`src/rtl/led_serial_command_parser_defines.svh`:
```
// ----------------------------------------------------------------------------
// led serial command parser assertion macros
// concurrent check wrappers on clk, with and without reset masking
// ----------------------------------------------------------------------------
`ifndef LED_SERIAL_COMMAND_PARSER_DEFINES_SVH
`define LED_SERIAL_COMMAND_PARSER_DEFINES_SVH

`ifndef ASSERT_OFF
`define LSCP_ASSERT(name, prop, msg) \
  name: assert property (@(posedge clk) disable iff (!rst_n) prop) else $error(msg);
`define LSCP_ASSERT_RST(name, prop, msg) \
  name: assert property (@(posedge clk) prop) else $error(msg);
`else
`define LSCP_ASSERT(name, prop, msg)
`define LSCP_ASSERT_RST(name, prop, msg)
`endif

`endif

```
`src/rtl/lscp_pkg.sv`:
```
// ----------------------------------------------------------------------------
// lscp_pkg
// parse modes, command characters and decimal constants of the parser
// ----------------------------------------------------------------------------
package lscp_pkg;

  typedef enum logic [2:0] {
    MODE_IDLE   = 3'd0,
    MODE_SINGLE = 3'd1,
    MODE_RGB    = 3'd2,
    MODE_ON     = 3'd3,
    MODE_OFF    = 3'd4
  } parse_mode_t;

  localparam logic [7:0] CMD_SINGLE       = 8'h23; // '#'
  localparam logic [7:0] CMD_SINGLE_BLINK = 8'h2b; // '+'
  localparam logic [7:0] CMD_RGB          = 8'h2a; // '*'
  localparam logic [7:0] CMD_RGB_BLINK    = 8'h21; // '!'
  localparam logic [7:0] CMD_ON_TIME      = 8'h6e; // 'n'
  localparam logic [7:0] CMD_OFF_TIME     = 8'h66; // 'f'

  localparam int unsigned BUF_DEPTH = 11;

  localparam logic [3:0]  RGB_LEN    = 4'd11;
  localparam logic [3:0]  TIME_LEN   = 4'd4;
  localparam logic [15:0] DIGIT_BASE = 16'd48;
  localparam logic [15:0] FULL_LEVEL = 16'd255;
  localparam logic [15:0] W_THOUSAND = 16'd1000;
  localparam logic [15:0] W_HUNDRED  = 16'd100;
  localparam logic [15:0] W_TEN      = 16'd10;

endpackage

```
`src/rtl/led_serial_command_parser.sv`:
```
// ----------------------------------------------------------------------------
// led_serial_command_parser
// decodes serial command characters into led color and blink settings
// ----------------------------------------------------------------------------
// One received character is taken per request and every request returns one
// result holding the current red, green and blue levels, blink enable and the
// blink on and off times. A character is decoded in the cycle it is accepted
// and the settings registers double as the result register, so the block
// takes one character per clock cycle; it holds off the input only while a
// result sits in the output register and out_stall is high. Digit bytes are
// collected in an 11 entry character buffer and the last byte of a command
// completes the decimal conversion together with the buffered ones.
`include "led_serial_command_parser_defines.svh"

module led_serial_command_parser (
  input  logic               clk,
  input  logic               rst_n,
  input  logic               in_valid,
  output logic               in_stall,
  input  logic [7:0]         in_rx_byte,
  output logic               out_valid,
  input  logic               out_stall,
  output logic signed [15:0] out_red_level,
  output logic signed [15:0] out_green_level,
  output logic signed [15:0] out_blue_level,
  output logic               out_blink_enable,
  output logic signed [15:0] out_on_time,
  output logic signed [15:0] out_off_time
);

  lscp_pkg::parse_mode_t mode_r, mode_nxt;
  logic [3:0]  char_count_r, char_count_nxt;
  logic [7:0]  char_buffer_r [lscp_pkg::BUF_DEPTH];
  logic [15:0] red_r, red_nxt;
  logic [15:0] green_r, green_nxt;
  logic [15:0] blue_r, blue_nxt;
  logic        blink_r, blink_nxt;
  logic [15:0] on_time_r, on_time_nxt;
  logic [15:0] off_time_r, off_time_nxt;
  logic        out_valid_r;
  logic        in_acc;
  logic [3:0]  count_inc;
  logic        buf_wr;

  function automatic logic [15:0] digit(input logic [7:0] ch);
    digit = {8'd0, ch} - lscp_pkg::DIGIT_BASE;
  endfunction

  function automatic logic [15:0] dec3(input logic [7:0] c0, input logic [7:0] c1,
                                       input logic [7:0] c2);
    dec3 = lscp_pkg::W_HUNDRED * digit(c0) + lscp_pkg::W_TEN * digit(c1) + digit(c2);
  endfunction

  function automatic logic [15:0] dec4(input logic [7:0] c0, input logic [7:0] c1,
                                       input logic [7:0] c2, input logic [7:0] c3);
    dec4 = lscp_pkg::W_THOUSAND * digit(c0) + lscp_pkg::W_HUNDRED * digit(c1) +
           lscp_pkg::W_TEN * digit(c2) + digit(c3);
  endfunction

  assign in_stall  = out_valid_r & out_stall;
  assign in_acc    = in_valid & ~in_stall;
  assign count_inc = char_count_r + 4'd1;

  always_comb begin
    mode_nxt       = mode_r;
    char_count_nxt = char_count_r;
    red_nxt        = red_r;
    green_nxt      = green_r;
    blue_nxt       = blue_r;
    blink_nxt      = blink_r;
    on_time_nxt    = on_time_r;
    off_time_nxt   = off_time_r;
    buf_wr         = 1'b0;
    case (mode_r)
      lscp_pkg::MODE_IDLE: begin
        case (in_rx_byte)
          lscp_pkg::CMD_SINGLE: begin
            mode_nxt  = lscp_pkg::MODE_SINGLE;
            blink_nxt = 1'b0;
          end
          lscp_pkg::CMD_SINGLE_BLINK: begin
            mode_nxt  = lscp_pkg::MODE_SINGLE;
            blink_nxt = 1'b1;
          end
          lscp_pkg::CMD_RGB: begin
            mode_nxt       = lscp_pkg::MODE_RGB;
            char_count_nxt = 4'd0;
            blink_nxt      = 1'b0;
          end
          lscp_pkg::CMD_RGB_BLINK: begin
            mode_nxt       = lscp_pkg::MODE_RGB;
            char_count_nxt = 4'd0;
            blink_nxt      = 1'b1;
          end
          lscp_pkg::CMD_ON_TIME: begin
            mode_nxt       = lscp_pkg::MODE_ON;
            char_count_nxt = 4'd0;
          end
          lscp_pkg::CMD_OFF_TIME: begin
            mode_nxt       = lscp_pkg::MODE_OFF;
            char_count_nxt = 4'd0;
          end
          default: begin
          end
        endcase
      end
      lscp_pkg::MODE_RGB: begin
        buf_wr         = 1'b1;
        char_count_nxt = count_inc;
        if (count_inc >= lscp_pkg::RGB_LEN) begin
          // last byte of the command comes straight from the input
          red_nxt   = dec3(char_buffer_r[0], char_buffer_r[1], char_buffer_r[2]);
          green_nxt = dec3(char_buffer_r[4], char_buffer_r[5], char_buffer_r[6]);
          blue_nxt  = dec3(char_buffer_r[8], char_buffer_r[9], in_rx_byte);
          mode_nxt       = lscp_pkg::MODE_IDLE;
          char_count_nxt = 4'd0;
        end
      end
      lscp_pkg::MODE_ON,
      lscp_pkg::MODE_OFF: begin
        buf_wr         = 1'b1;
        char_count_nxt = count_inc;
        if (count_inc >= lscp_pkg::TIME_LEN) begin
          if (mode_r == lscp_pkg::MODE_ON) begin
            on_time_nxt = dec4(char_buffer_r[0], char_buffer_r[1], char_buffer_r[2],
                               in_rx_byte);
          end else begin
            off_time_nxt = dec4(char_buffer_r[0], char_buffer_r[1], char_buffer_r[2],
                                in_rx_byte);
          end
          mode_nxt       = lscp_pkg::MODE_IDLE;
          char_count_nxt = 4'd0;
        end
      end
      default: begin
        // single digit; unused codes decode the same way
        red_nxt   = in_rx_byte[0] ? lscp_pkg::FULL_LEVEL : 16'd0;
        green_nxt = in_rx_byte[1] ? lscp_pkg::FULL_LEVEL : 16'd0;
        blue_nxt  = in_rx_byte[2] ? lscp_pkg::FULL_LEVEL : 16'd0;
        mode_nxt  = lscp_pkg::MODE_IDLE;
      end
    endcase
  end

  always_ff @(posedge clk) begin
    if (!rst_n) begin
      mode_r       <= lscp_pkg::MODE_IDLE;
      char_count_r <= 4'd0;
      red_r        <= 16'd0;
      green_r      <= 16'd0;
      blue_r       <= 16'd0;
      blink_r      <= 1'b0;
      on_time_r    <= 16'd0;
      off_time_r   <= 16'd0;
      out_valid_r  <= 1'b0;
    end else begin
      if (in_acc) begin
        mode_r       <= mode_nxt;
        char_count_r <= char_count_nxt;
        red_r        <= red_nxt;
        green_r      <= green_nxt;
        blue_r       <= blue_nxt;
        blink_r      <= blink_nxt;
        on_time_r    <= on_time_nxt;
        off_time_r   <= off_time_nxt;
        out_valid_r  <= 1'b1;
      end else if (!out_stall) begin
        out_valid_r <= 1'b0;
      end
    end
  end

  always_ff @(posedge clk) begin
    if (in_acc && buf_wr && (char_count_r < lscp_pkg::RGB_LEN)) begin
      char_buffer_r[char_count_r] <= in_rx_byte;
    end
  end

  assign out_valid        = out_valid_r;
  assign out_red_level    = red_r;
  assign out_green_level  = green_r;
  assign out_blue_level   = blue_r;
  assign out_blink_enable = blink_r;
  assign out_on_time      = on_time_r;
  assign out_off_time     = off_time_r;

  `LSCP_ASSERT(a_idle_count_zero, (mode_r == lscp_pkg::MODE_IDLE) |-> (char_count_r == 4'd0), "char count not zero in idle")
  `LSCP_ASSERT(a_rgb_count_range, (mode_r == lscp_pkg::MODE_RGB) |-> (char_count_r < lscp_pkg::RGB_LEN), "rgb char count out of range")
  `LSCP_ASSERT(a_time_count_range, (mode_r == lscp_pkg::MODE_ON || mode_r == lscp_pkg::MODE_OFF) |-> (char_count_r < lscp_pkg::TIME_LEN), "time char count out of range")
  `LSCP_ASSERT(a_accept_gives_result, in_acc |=> out_valid_r, "accepted request gave no result")
  `LSCP_ASSERT(a_settings_hold, !in_acc |=> ($stable(red_r) && $stable(on_time_r) && $stable(off_time_r) && $stable(blink_r)), "settings changed without a request")
  `LSCP_ASSERT_RST(a_reset_clears_valid, !rst_n |=> !out_valid_r, "result valid after reset")

endmodule

```
`config.mk`:
```
export PLATFORM = sky130hd
export DESIGN_NAME = led_serial_command_parser
export DESIGN_NICKNAME = d
export VERILOG_FILES = /design/src/rtl/lscp_pkg.sv /design/src/rtl/led_serial_command_parser.sv
export VERILOG_INCLUDE_DIRS = /design/src /design/src/rtl
export SDC_FILE = /design/constraint.sdc
export NUM_CORES = 1
export LEC_CHECK = 0
export ABC_AREA = 1
export ABC_CLOCK_PERIOD_IN_PS = 7710
export BUFFER_PORTS_ARGS = -buffer_cell sky130_fd_sc_hd__buf_2
export CAP_MARGIN = 10
export CORE_MARGIN = 3
export CORE_UTILIZATION = 64
export CTS_BUF_LIST = sky130_fd_sc_hd__clkbuf_8
export DETAILED_ROUTE_END_ITERATION = 7
export PLACE_DENSITY = 0.82
export SLEW_MARGIN = 20
export SYNTH_ARGS = -nofsm -noshare
export SYNTH_HDL_FRONTEND = slang
export SYNTH_SLANG_ARGS = --single-unit
```
`constraint.sdc`:
```
create_clock -name clk -period 7.71 [get_ports clk]
set_input_delay 0.771 -clock clk [delete_from_list [all_inputs] [get_ports clk]]
set_output_delay 0.771 -clock clk [all_outputs]
set_load 0.02 [all_outputs]
```
==> impl_metrics.json, run 1 <==
{
  "overflow": 0,
  "diodes": 0,
  "hold_path.class": "flip-flop to flip-flop",
  "critPathLaunchType": "flip-flop",
  "cts_buffers": 17,
  "synthXorXnorAreaFrac_pct": 6.782,
  "syn-cell-area_um2": 16380,
  "syn_to_final_growth_pct": 7.240,
  "place_area_um2": 17140,
  "vias": 13140,
  "clk_path_buf_depth": 2,
  "num_rows": 57,
  "root_buffer": "clkbuf_8",
  "required_ns": 8.12,
  "wl_per_cell_um": 15.95,
  "die_h_um": 166.0,
  "finalSetupTns_ns": 0,
  "grt.total_usage_pct": 28.01,
  "cts_tree": "yes",
  "path_class": "flip-flop to flip-flop",
  "drc": 0,
  "vias_per_cell": 5.518,
  "dp_slack_ns": 0.8298,
  "core_um2": 24750,
  "drive_above_1_share_pct": 8.115,
  "cts_setup_buffers": 0,
  "synth_nets": 2351,
  "clock_latency_ns": 0.47,
  "synth_fa_ha_area_share_pct": 35.39,
  "postSynthCellCount": 1953,
  "drt_iter0_markers": 836,
  "htree_levels": 4,
  "cts_hold_buf": 0,
  "setup_violations": 0,
  "grt_pass1_vias": 13480,
  "routabilityCongestion": 1.001,
  "syn_avg_cell_area_um2": 8.389,
  "num_io_pins": 95,
  "path_max_fanout": 6,
  "ys_seq_elements": 153,
  "grt_max_degree": 61,
  "fmax_mhz": 146.0,
  "clock-sinks": 153,
  "antenna_found_initial": 0,
  "synth_compound_area_share_pct": 12.17,
  "holdWs_ns": 0.4630,
  "cp_slowest_cell": "fa_1",
  "cp.arrival_ns": 7.26,
  "synth_top_flop_cell": "dfxtp_1",
  "skew_ns": 0.02127,
  "synth-simple-area-share_pct": 12.76,
  "die_w_um": 166.0,
  "nNetsFinal": 2443,
  "grt_first_pass_wirelength_um": 63760,
  "finalHoldViolCount": 0,
  "min_period_over_period_pct": 88.82,
  "start_util_pct": 66.20,
  "drv_cap": 0,
  "place.detailed.hpwl_um": 30780,
  "ys_warn_count": 0,
  "ys_seq_area_share_pct": 22.61,
  "critPathCaptureType": "flip-flop",
  "worst_slew_pin_slew_ns": 0.9325,
  "synth_edf_count": 64,
  "drv_slew": 0,
  "outcome": "finished, final reports clean",
  "cpMostUsedCell": "inv_1",
  "layout_setup_ws_ns": 0.8617,
  "fin_crit_ns": 6.848,
  "firstDrtPassIters": 6,
  "finish.instance_area_um2": 17570,
  "synth_top_family_by_area": "adder cells",
  "rsz0062_at_grt": "no",
  "antenna_left": 0,
  "max_stage_delay_ns": 0.56,
  "synthDistinctLibCells": 50,
  "port_buffers": 94,
  "drt_wl_total_um": 37990,
  "muxShareOfSynthArea_pct": 0,
  "relSlewSlack_pct": 37.60,
  "cts.clk_slew.worst_paths_ns": 0.10,
  "async_flop_share_pct": 0,
  "design.die.area_um2": 27550,
  "cts-resized-gates": 0
}
cell usage after synthesis (all sizes together), types with 2 or more instances:
library cell	count	area (um^2)
inv	410	1541
nand2	283	1080
ha	257	3216
a21oi	203	1016
fa	129	2582
nor2	96	380.4
o21ai	90	461.7
dfxtp	89	1782
xor2	79	699.4
edfxtp	64	1922
nand3	60	310.3
xnor2	47	411.6
nor3	25	145.1
or2	15	93.84
a21o	13	97.59
buf	13	97.59
clkbuf	11	42.54
a31oi	9	56.30
o21bai	9	67.56
a211oi	7	52.55
a21boi	7	52.55
nand4	6	37.54
o211ai	6	45.04
o21a	6	45.04
nand3b	5	37.54
o2111ai	4	35.03
a221oi	3	26.28
o31ai	2	15.01
cell type report:
type / count / area, um^2
clock buffer: 18 / 247.7
tap: 324 / 405.4
inverter: 411 / 1545
multi-input combinational: 1365 / 11000
sequential: 153 / 3704
clock inverter: 14 / 170.2
fill: 1936 / 7178
timing repair buffer: 97 / 493.0
path summary, 6_finish.rpt:
kind | cells past startpoint | slack [ns] | startpoint | to
setup reg to reg | 28 | 0.86 | char_buffer_r[0][5]$_DFFE_PP_ | out_off_time[15]$_SDFFE_PN0P_
setup / recovery | 28 | 0.86 | char_buffer_r[0][5]$_DFFE_PP_ | out_off_time[15]$_SDFFE_PN0P_
hold / removal | 2 | 0.46 | out_green_level[6]$_SDFFE_PN0P_ | out_green_level[6]$_SDFFE_PN0P_
hold reg to reg | 2 | 0.46 | out_green_level[6]$_SDFFE_PN0P_ | out_green_level[6]$_SDFFE_PN0P_
sequential cells by signal, indices dropped and copies added (netlist names):
| register | count |
|---|---|
| char_buffer_r | 64 |
| out_blue_level | 16 |
| out_green_level | 16 |
| out_off_time | 16 |
| out_on_time | 16 |
| out_red_level | 16 |
| char_count_r | 4 |
| mode_r | 3 |
| out_blink_enable | 1 |
| out_valid | 1 |
routing by layer:
metal  vias up  track usage (%)  wire length, um
met1      6209            34.41            15820
met3        76            5.237             2358
met2       373            49.79            18690
met5         -                0                0
li1       6485                -                -
met4         0            9.259             1125
through the flow:
stage / utilization (%) / std cells
CTS: 70.95 / 2382
floorplan: - / 1953
global placement: 69.27 / 2350
detailed placement: 69.27 / 2350
global route: 70.99 / 2382
finish: 70.99 / 2382
worst max-delay path: cells and delay by family, from the launching register on:
family / cells / cell delay (ns)
flip-flops: 1 / 0.50
AO/OA/AOI/OAI: 4 / 0.66
adder cells (fa/ha/maj): 9 / 3.87
AND/OR/NAND/NOR: 6 / 0.55
XOR/XNOR: 2 / 0.70
buffers and inverters: 7 / 0.50
cells in the final DEF (no fill, tap or decap), drive strengths merged, types with 18 or more instances in the layout:
cell | synthesis | layout
nor2 | 96 | 96
xnor2 | 47 | 47
dfxtp | 89 | 89
nand2 | 283 | 283
xor2 | 79 | 79
o21ai | 90 | 90
inv | 410 | 420
a21oi | 203 | 203
fa | 129 | 129
nor3 | 25 | 25
clkbuf | 11 | 18
nand3 | 60 | 60
edfxtp | 64 | 64
ha | 257 | 257
buf | 13 | 97
cells by family (layout without fill, tap and decap cells):
kind of cell / after synthesis / after routing
xor gates and xnor gates: 126 / 126
buffers and inverters: 435 / 540
and+or+nand+nor: 491 / 491
AOI/OAI and AO/OA: 362 / 362
DFF: 153 / 153
adders and majority gates: 386 / 386
Power of run 1 is not shown: default switching activity piles up to over one toggle a cycle in this logic, so the estimate is an artifact.
==> run 2: changes to the inputs <==
--- a/config.mk
+++ b/config.mk
@@ -7,5 +7,4 @@
 export NUM_CORES = 1
 export LEC_CHECK = 0
-export ABC_AREA = 1
 export ABC_CLOCK_PERIOD_IN_PS = 7710
 export BUFFER_PORTS_ARGS = -buffer_cell sky130_fd_sc_hd__buf_2
==> constraint.sdc (replaced) <==
create_clock -name clk -period 7.71 [get_ports clk]
set_input_delay 0.3855 -clock clk [delete_from_list [all_inputs] [get_ports clk]]
set_output_delay 0.3855 -clock clk [all_outputs]
set_load 0.02 [all_outputs]
==> run 2 against run 1 <==
Area after synthesis down 3.9%. Sequential share of layout area up 0.75 points. Hold slack worse by 0.29 ns. Critical path depth fell by 3. Final cell count shrank 12%. Highest routed layer unchanged.
==> impl_metrics.json, run 2 <==
{
  "outcome": "finished, final reports clean",
  "htree_levels": 4,
  "ys_seq_area_share_pct": 23.51,
  "grt_first_pass_wirelength_um": 60330,
  "power_leakage_nw": 8.133,
  "critPathLaunchType": "flip-flop",
  "power-per-cell-area_nw_per_um2": 100.1,
  "clk_path_buf_depth": 2,
  "finalHoldViolCount": 0,
  "yosysTopAreaCell": "ha_1",
  "die_h_um": 162.9,
  "min_period_over_period_pct": 88.16,
  "ys_seq_elements": 153,
  "vias_per_cell": 5.627,
  "drc": 0,
  "cts_setup_buffers": 0,
  "mostFrequentLayoutCells": "inv_1, ha_1, nand2_1, fa_1, a21oi_1",
  "drv_cap": 0,
  "place_area_um2": 16550,
  "wl_per_cell_um": 17.39,
  "largest_reg_flops": 64,
  "required_ns": 8.12,
  "dp_slack_ns": 0.9757,
  "cp.arrival_ns": 7.21,
  "grt_max_degree": 58,
  "cts_hold_buf": 0,
  "regMostFlops": "char_buffer_r",
  "hold_path.class": "input pin to flip-flop",
  "final_common_cell": "inv_1",
  "root_buffer": "clkbuf_8",
  "diodes": 0,
  "hold_depth": 2,
  "start_util_pct": 66.12,
  "cts_buffers": 17,
  "ys_warn_count": 0,
  "drv_slew": 0,
  "dpl.cell_count": 2070,
  "post-route-util_pct": 71.23,
  "postSynthCellCount": 1678,
  "grt_pass1_vias": 12240,
  "relSlewSlack_pct": 38.69,
  "drt_iter0_markers": 788,
  "path_max_fanout": 6,
  "synthDistinctLibCells": 68,
  "use_met1_pct": 36.75,
  "syn-cell-area_um2": 15750,
  "cts-resized-gates": 0,
  "cts.clk_slew.worst_paths_ns": 0.10,
  "yosysMostFrequentCell": "inv_1",
  "firstDrtPassIters": 6,
  "setup_violations": 0,
  "num_rows": 56,
  "finalSetupTns_ns": 0,
  "drt_wl_total_um": 36560,
  "die_w_um": 162.9,
  "cts_tree": "yes",
  "clock_latency_ns": 0.46,
  "layout_setup_ws_ns": 0.9128,
  "drive_above_1_share_pct": 8.301,
  "critPathCaptureType": "flip-flop",
  "synth_commonest_cells": "inv_1, ha_1, nand2_1",
  "path_class": "flip-flop to flip-flop",
  "design.die.area_um2": 26530,
  "core_um2": 23820,
  "finish.instance_area_um2": 16970,
  "routabilityCongestion": 0.9246,
  "finalPower_mw": 1.699,
  "reg2regPathDepth": 25,
  "num_io_pins": 95,
  "antenna_found_initial": 0,
  "fin_crit_ns": 6.797,
  "vias": 11830,
  "fmax_mhz": 147.1,
  "worst_slew_pin_slew_ns": 0.9162,
  "synth_top_flop_cell": "dfxtp_1",
  "holdWs_ns": 0.1738,
  "grtUsageMet2_pct": 50.40,
  "netlist_top_cells_area": "ha_1, fa_1, edfxtp_1",
  "async_flop_share_pct": 0,
  "grtUsageMet3_pct": 3.688,
  "syn_to_final_growth_pct": 7.729,
  "antenna_left": 0,
  "place.detailed.hpwl_um": 29520,
  "vdd_drop_max_v": 0.0001104,
  "grt.total_usage_pct": 28.65,
  "layout.cells.non_filler": 2102,
  "port_buffers": 94,
  "overflow": 0,
  "rsz0062_at_grt": "no",
  "top_usage_layer": "met2",
  "clock-sinks": 153,
  "syn_avg_cell_area_um2": 9.387,
  "skew_ns": 0.01942,
  "synth_edf_count": 64,
  "nNetsFinal": 2168,
  "synth_top_area_share_pct": 20.41,
  "synth_nets": 2076
}
[run 2: kinds of logic after synthesis]
kind of cell    after synthesis  synth area share (%)
buf+inv                     305                 7.387
fa+ha+maj                   386                 36.81
mux                           2                0.1271
simple gates                337                 10.07
compound gates              337                 13.22
flops                       153                 23.51
xor+xnor                    158                 8.873
[run 2: worst max-delay path: stages (launching register included)]
cell      delay [ns]
edfxtp_1        0.49
inv_1           0.23
ha_1            0.35
xnor2_1         0.23
fa_1            0.51
inv_1           0.06
fa_1            0.54
inv_1           0.06
fa_1            0.52
inv_1           0.05
ha_1            0.33
nand3_1         0.09
o21bai_1        0.08
or2_2           0.29
xor2_1          0.16
fa_1            0.50
inv_1           0.05
fa_1            0.53
inv_1           0.04
ha_1            0.35
a21o_1          0.20
a221oi_1        0.43
o21ai_0         0.21
xnor2_1         0.28
nor2_1          0.07
nor2_1          0.11
[run 2: path summary, 6_finish.rpt]
kind | startpoint | endpoint | slack, ns
hold / removal | in_valid | out_valid$_SDFFE_PN0P_ | 0.17
setup reg to reg | char_buffer_r[0][4]$_DFFE_PP_ | out_on_time[15]$_SDFFE_PN0P_ | 0.91
hold reg to reg | out_blue_level[15]$_SDFFE_PN0P_ | out_blue_level[15]$_SDFFE_PN0P_ | 0.44
setup / recovery | char_buffer_r[0][4]$_DFFE_PP_ | out_on_time[15]$_SDFFE_PN0P_ | 0.91
[run 2: final cells by class]
class / instances / area [um^2]
clock buffers: 17 / 234.0
clock inverters: 15 / 176.4
fillers: 1807 / 6854
inverters: 276 / 1036
multi-input cells: 1220 / 10890
flip-flops and latches: 153 / 3704
well taps: 319 / 399.1
repair buffers: 102 / 530.5
[run 2: metal layers]
layer | up-vias | wire length (um)
li1 | 5788 | -
met1 | 5667 | 15450
met2 | 292 | 18280
met3 | 81 | 1759
met4 | 0 | 1078
met5 | - | 0
[run 2: report_power, final]
group          internal [mW]  switching [mW]  total (mW)
combinational         0.0719           0.119       0.191
clock                  0.323           0.340       0.663
sequential             0.843         0.00120       0.844
No activity file was read; power rests on OpenSTA's default activity.
==> run 3: changes to the inputs <==
- ABC_AREA: not set -> 1
- ABC_CLOCK_PERIOD_IN_PS: 7710 -> 7500
- clock period: 7.71 -> 7.5 ns (I/O delays scaled with it)
==> run 3 against run 2 <==
Final cell count up 13%. Sequential cell count unchanged. Global-route usage down 1.5 points. First-iteration DRC count up 27%. Via count up 10%. Wire length up 0.64%. Design area up 3.5%. Sequential share of layout area down 0.73 points. Die area up 3.9%. Hold slack better by 0.0090 ns. Critical path type unchanged. Highest routed layer unchanged.
==> impl_metrics.json, run 3 (synthesis results as in run 1) <==
{
  "outcome": "finished, final reports clean",
  "firstDrtPassIters": 5,
  "die_h_um": 166.0,
  "final_common_cell": "inv_1",
  "port_buffers": 94,
  "htree_levels": 4,
  "antenna_left": 0,
  "overflow": 0,
  "clock_latency_ns": 0.48,
  "relSlewSlack_pct": 36.95,
  "die_w_um": 166.0,
  "fin_crit_ns": 6.700,
  "cpMostUsedCell": "nand2_1",
  "drc": 0,
  "routabilityCongestion": 0.9729,
  "max_stage_delay_ns": 0.66,
  "num_rows": 57,
  "setup_violations": 0,
  "drt_wl_total_um": 36800,
  "finalSetupTns_ns": 0,
  "cts_buffers": 17,
  "path_class": "flip-flop to flip-flop",
  "cts.clk_slew.worst_paths_ns": 0.10,
  "vias_per_cell": 5.477,
  "critPathLaunchType": "flip-flop",
  "path_max_fanout": 8,
  "vias": 13050,
  "design.die.area_um2": 27550,
  "diodes": 0,
  "wl_per_cell_um": 15.45,
  "grt_first_pass_wirelength_um": 62180,
  "hold_path.class": "input pin to flip-flop",
  "rsz0062_at_grt": "no",
  "skew_ns": 0.02392,
  "cts_setup_buffers": 0,
  "drv_cap": 0,
  "largest_reg_flops": 64,
  "syn_to_final_growth_pct": 7.179,
  "num_io_pins": 95,
  "regMostFlops": "char_buffer_r",
  "required_ns": 7.91,
  "grt_max_degree": 61,
  "post-route-util_pct": 70.95,
  "grt_pass1_vias": 13040,
  "clk_path_buf_depth": 2,
  "critPathBufInv": 4,
  "cp_slowest_cell": "fa_1",
  "drv_slew": 0,
  "cts_hold_buf": 0,
  "start_util_pct": 66.20,
  "root_buffer": "clkbuf_8",
  "drt_iter0_markers": 1003,
  "critical-path-top-delay-family": "adder cells",
  "core_um2": 24750,
  "nNetsFinal": 2443,
  "grt.total_usage_pct": 27.20,
  "worst_slew_pin_slew_ns": 0.9422,
  "clock-sinks": 153,
  "critPathCaptureType": "flip-flop",
  "mostFrequentLayoutCells": "inv_1, nand2_1, ha_1, a21oi_1, fa_1",
  "cts-resized-gates": 0,
  "drive_above_1_share_pct": 8.163,
  "fmax_mhz": 149.3,
  "place.detailed.hpwl_um": 30040,
  "cp.arrival_ns": 7.11,
  "min_period_over_period_pct": 89.33,
  "finalHoldViolCount": 0,
  "cts_tree": "yes",
  "antenna_found_initial": 0
}
==> run 3: changes by cell type in the layout (fill, tap and decap cells not counted), moves of 30 or more <==
| cell | change |
|---|---|
| nand2_1 | +143 |
| inv_1 | +127 |
| a21oi_1 | +76 |
| xnor2_1 | -52 |
| nand3_1 | +37 |
| nor2b_1 | -30 |
==> run 3: area by class of cell <==
type                            count  area [um^2]
Fill cell                        1845         7188
Clock buffer                       18        247.7
Tap cell                          324        405.4
Clock inverter                     14        158.9
Multi-Input combinational cell   1365        11000
Inverter                          411         1546
Timing Repair Buffer               97        493.0
Sequential cell                   153         3704
==> run 3: tightest hold or removal path: cells and delay by family <==
family,cells,cell delay [ns]
AO/OA/AOI/OAI,1,0.07
buffers and inverters,2,0.17
==> run 3: layer usage <==
layer	global-route usage, %	up-vias	part of all wire (%)
met1	35.55	6124	43
met5	0	-	0
li1	-	6473	-
met2	46.39	371	48
met4	9.078	0	3.1
met3	4.332	79	5.8
==> run 3: final timing paths <==
check,cells after the start,slack (ns),end,startpoint
worst max-delay path,29,0.80,out_off_time[15]$_SDFFE_PN0P_,char_buffer_r[0][0]$_DFFE_PP_
worst min-delay path,3,0.18,out_valid$_SDFFE_PN0P_,in_valid
worst max register to register,29,0.80,out_off_time[15]$_SDFFE_PN0P_,char_buffer_r[0][0]$_DFFE_PP_
worst min register to register,2,0.47,out_blue_level[15]$_SDFFE_PN0P_,out_blue_level[15]$_SDFFE_PN0P_
==> run 3: metrics by stage <==
stage	hold slack [ns]	instance area [um^2]	setup WS, ns	instances
after floorplan	0.4692	16380	1.200	1953
after global placement	0.4496	17140	1.009	2350
after detailed placement	0.4536	17140	0.7945	2350
after CTS	0.1651	17550	0.7783	2382
after global routing	0.1736	17560	0.1854	2382
final	0.1827	17560	0.8001	2382
Power of run 3 is left out for the same reason.
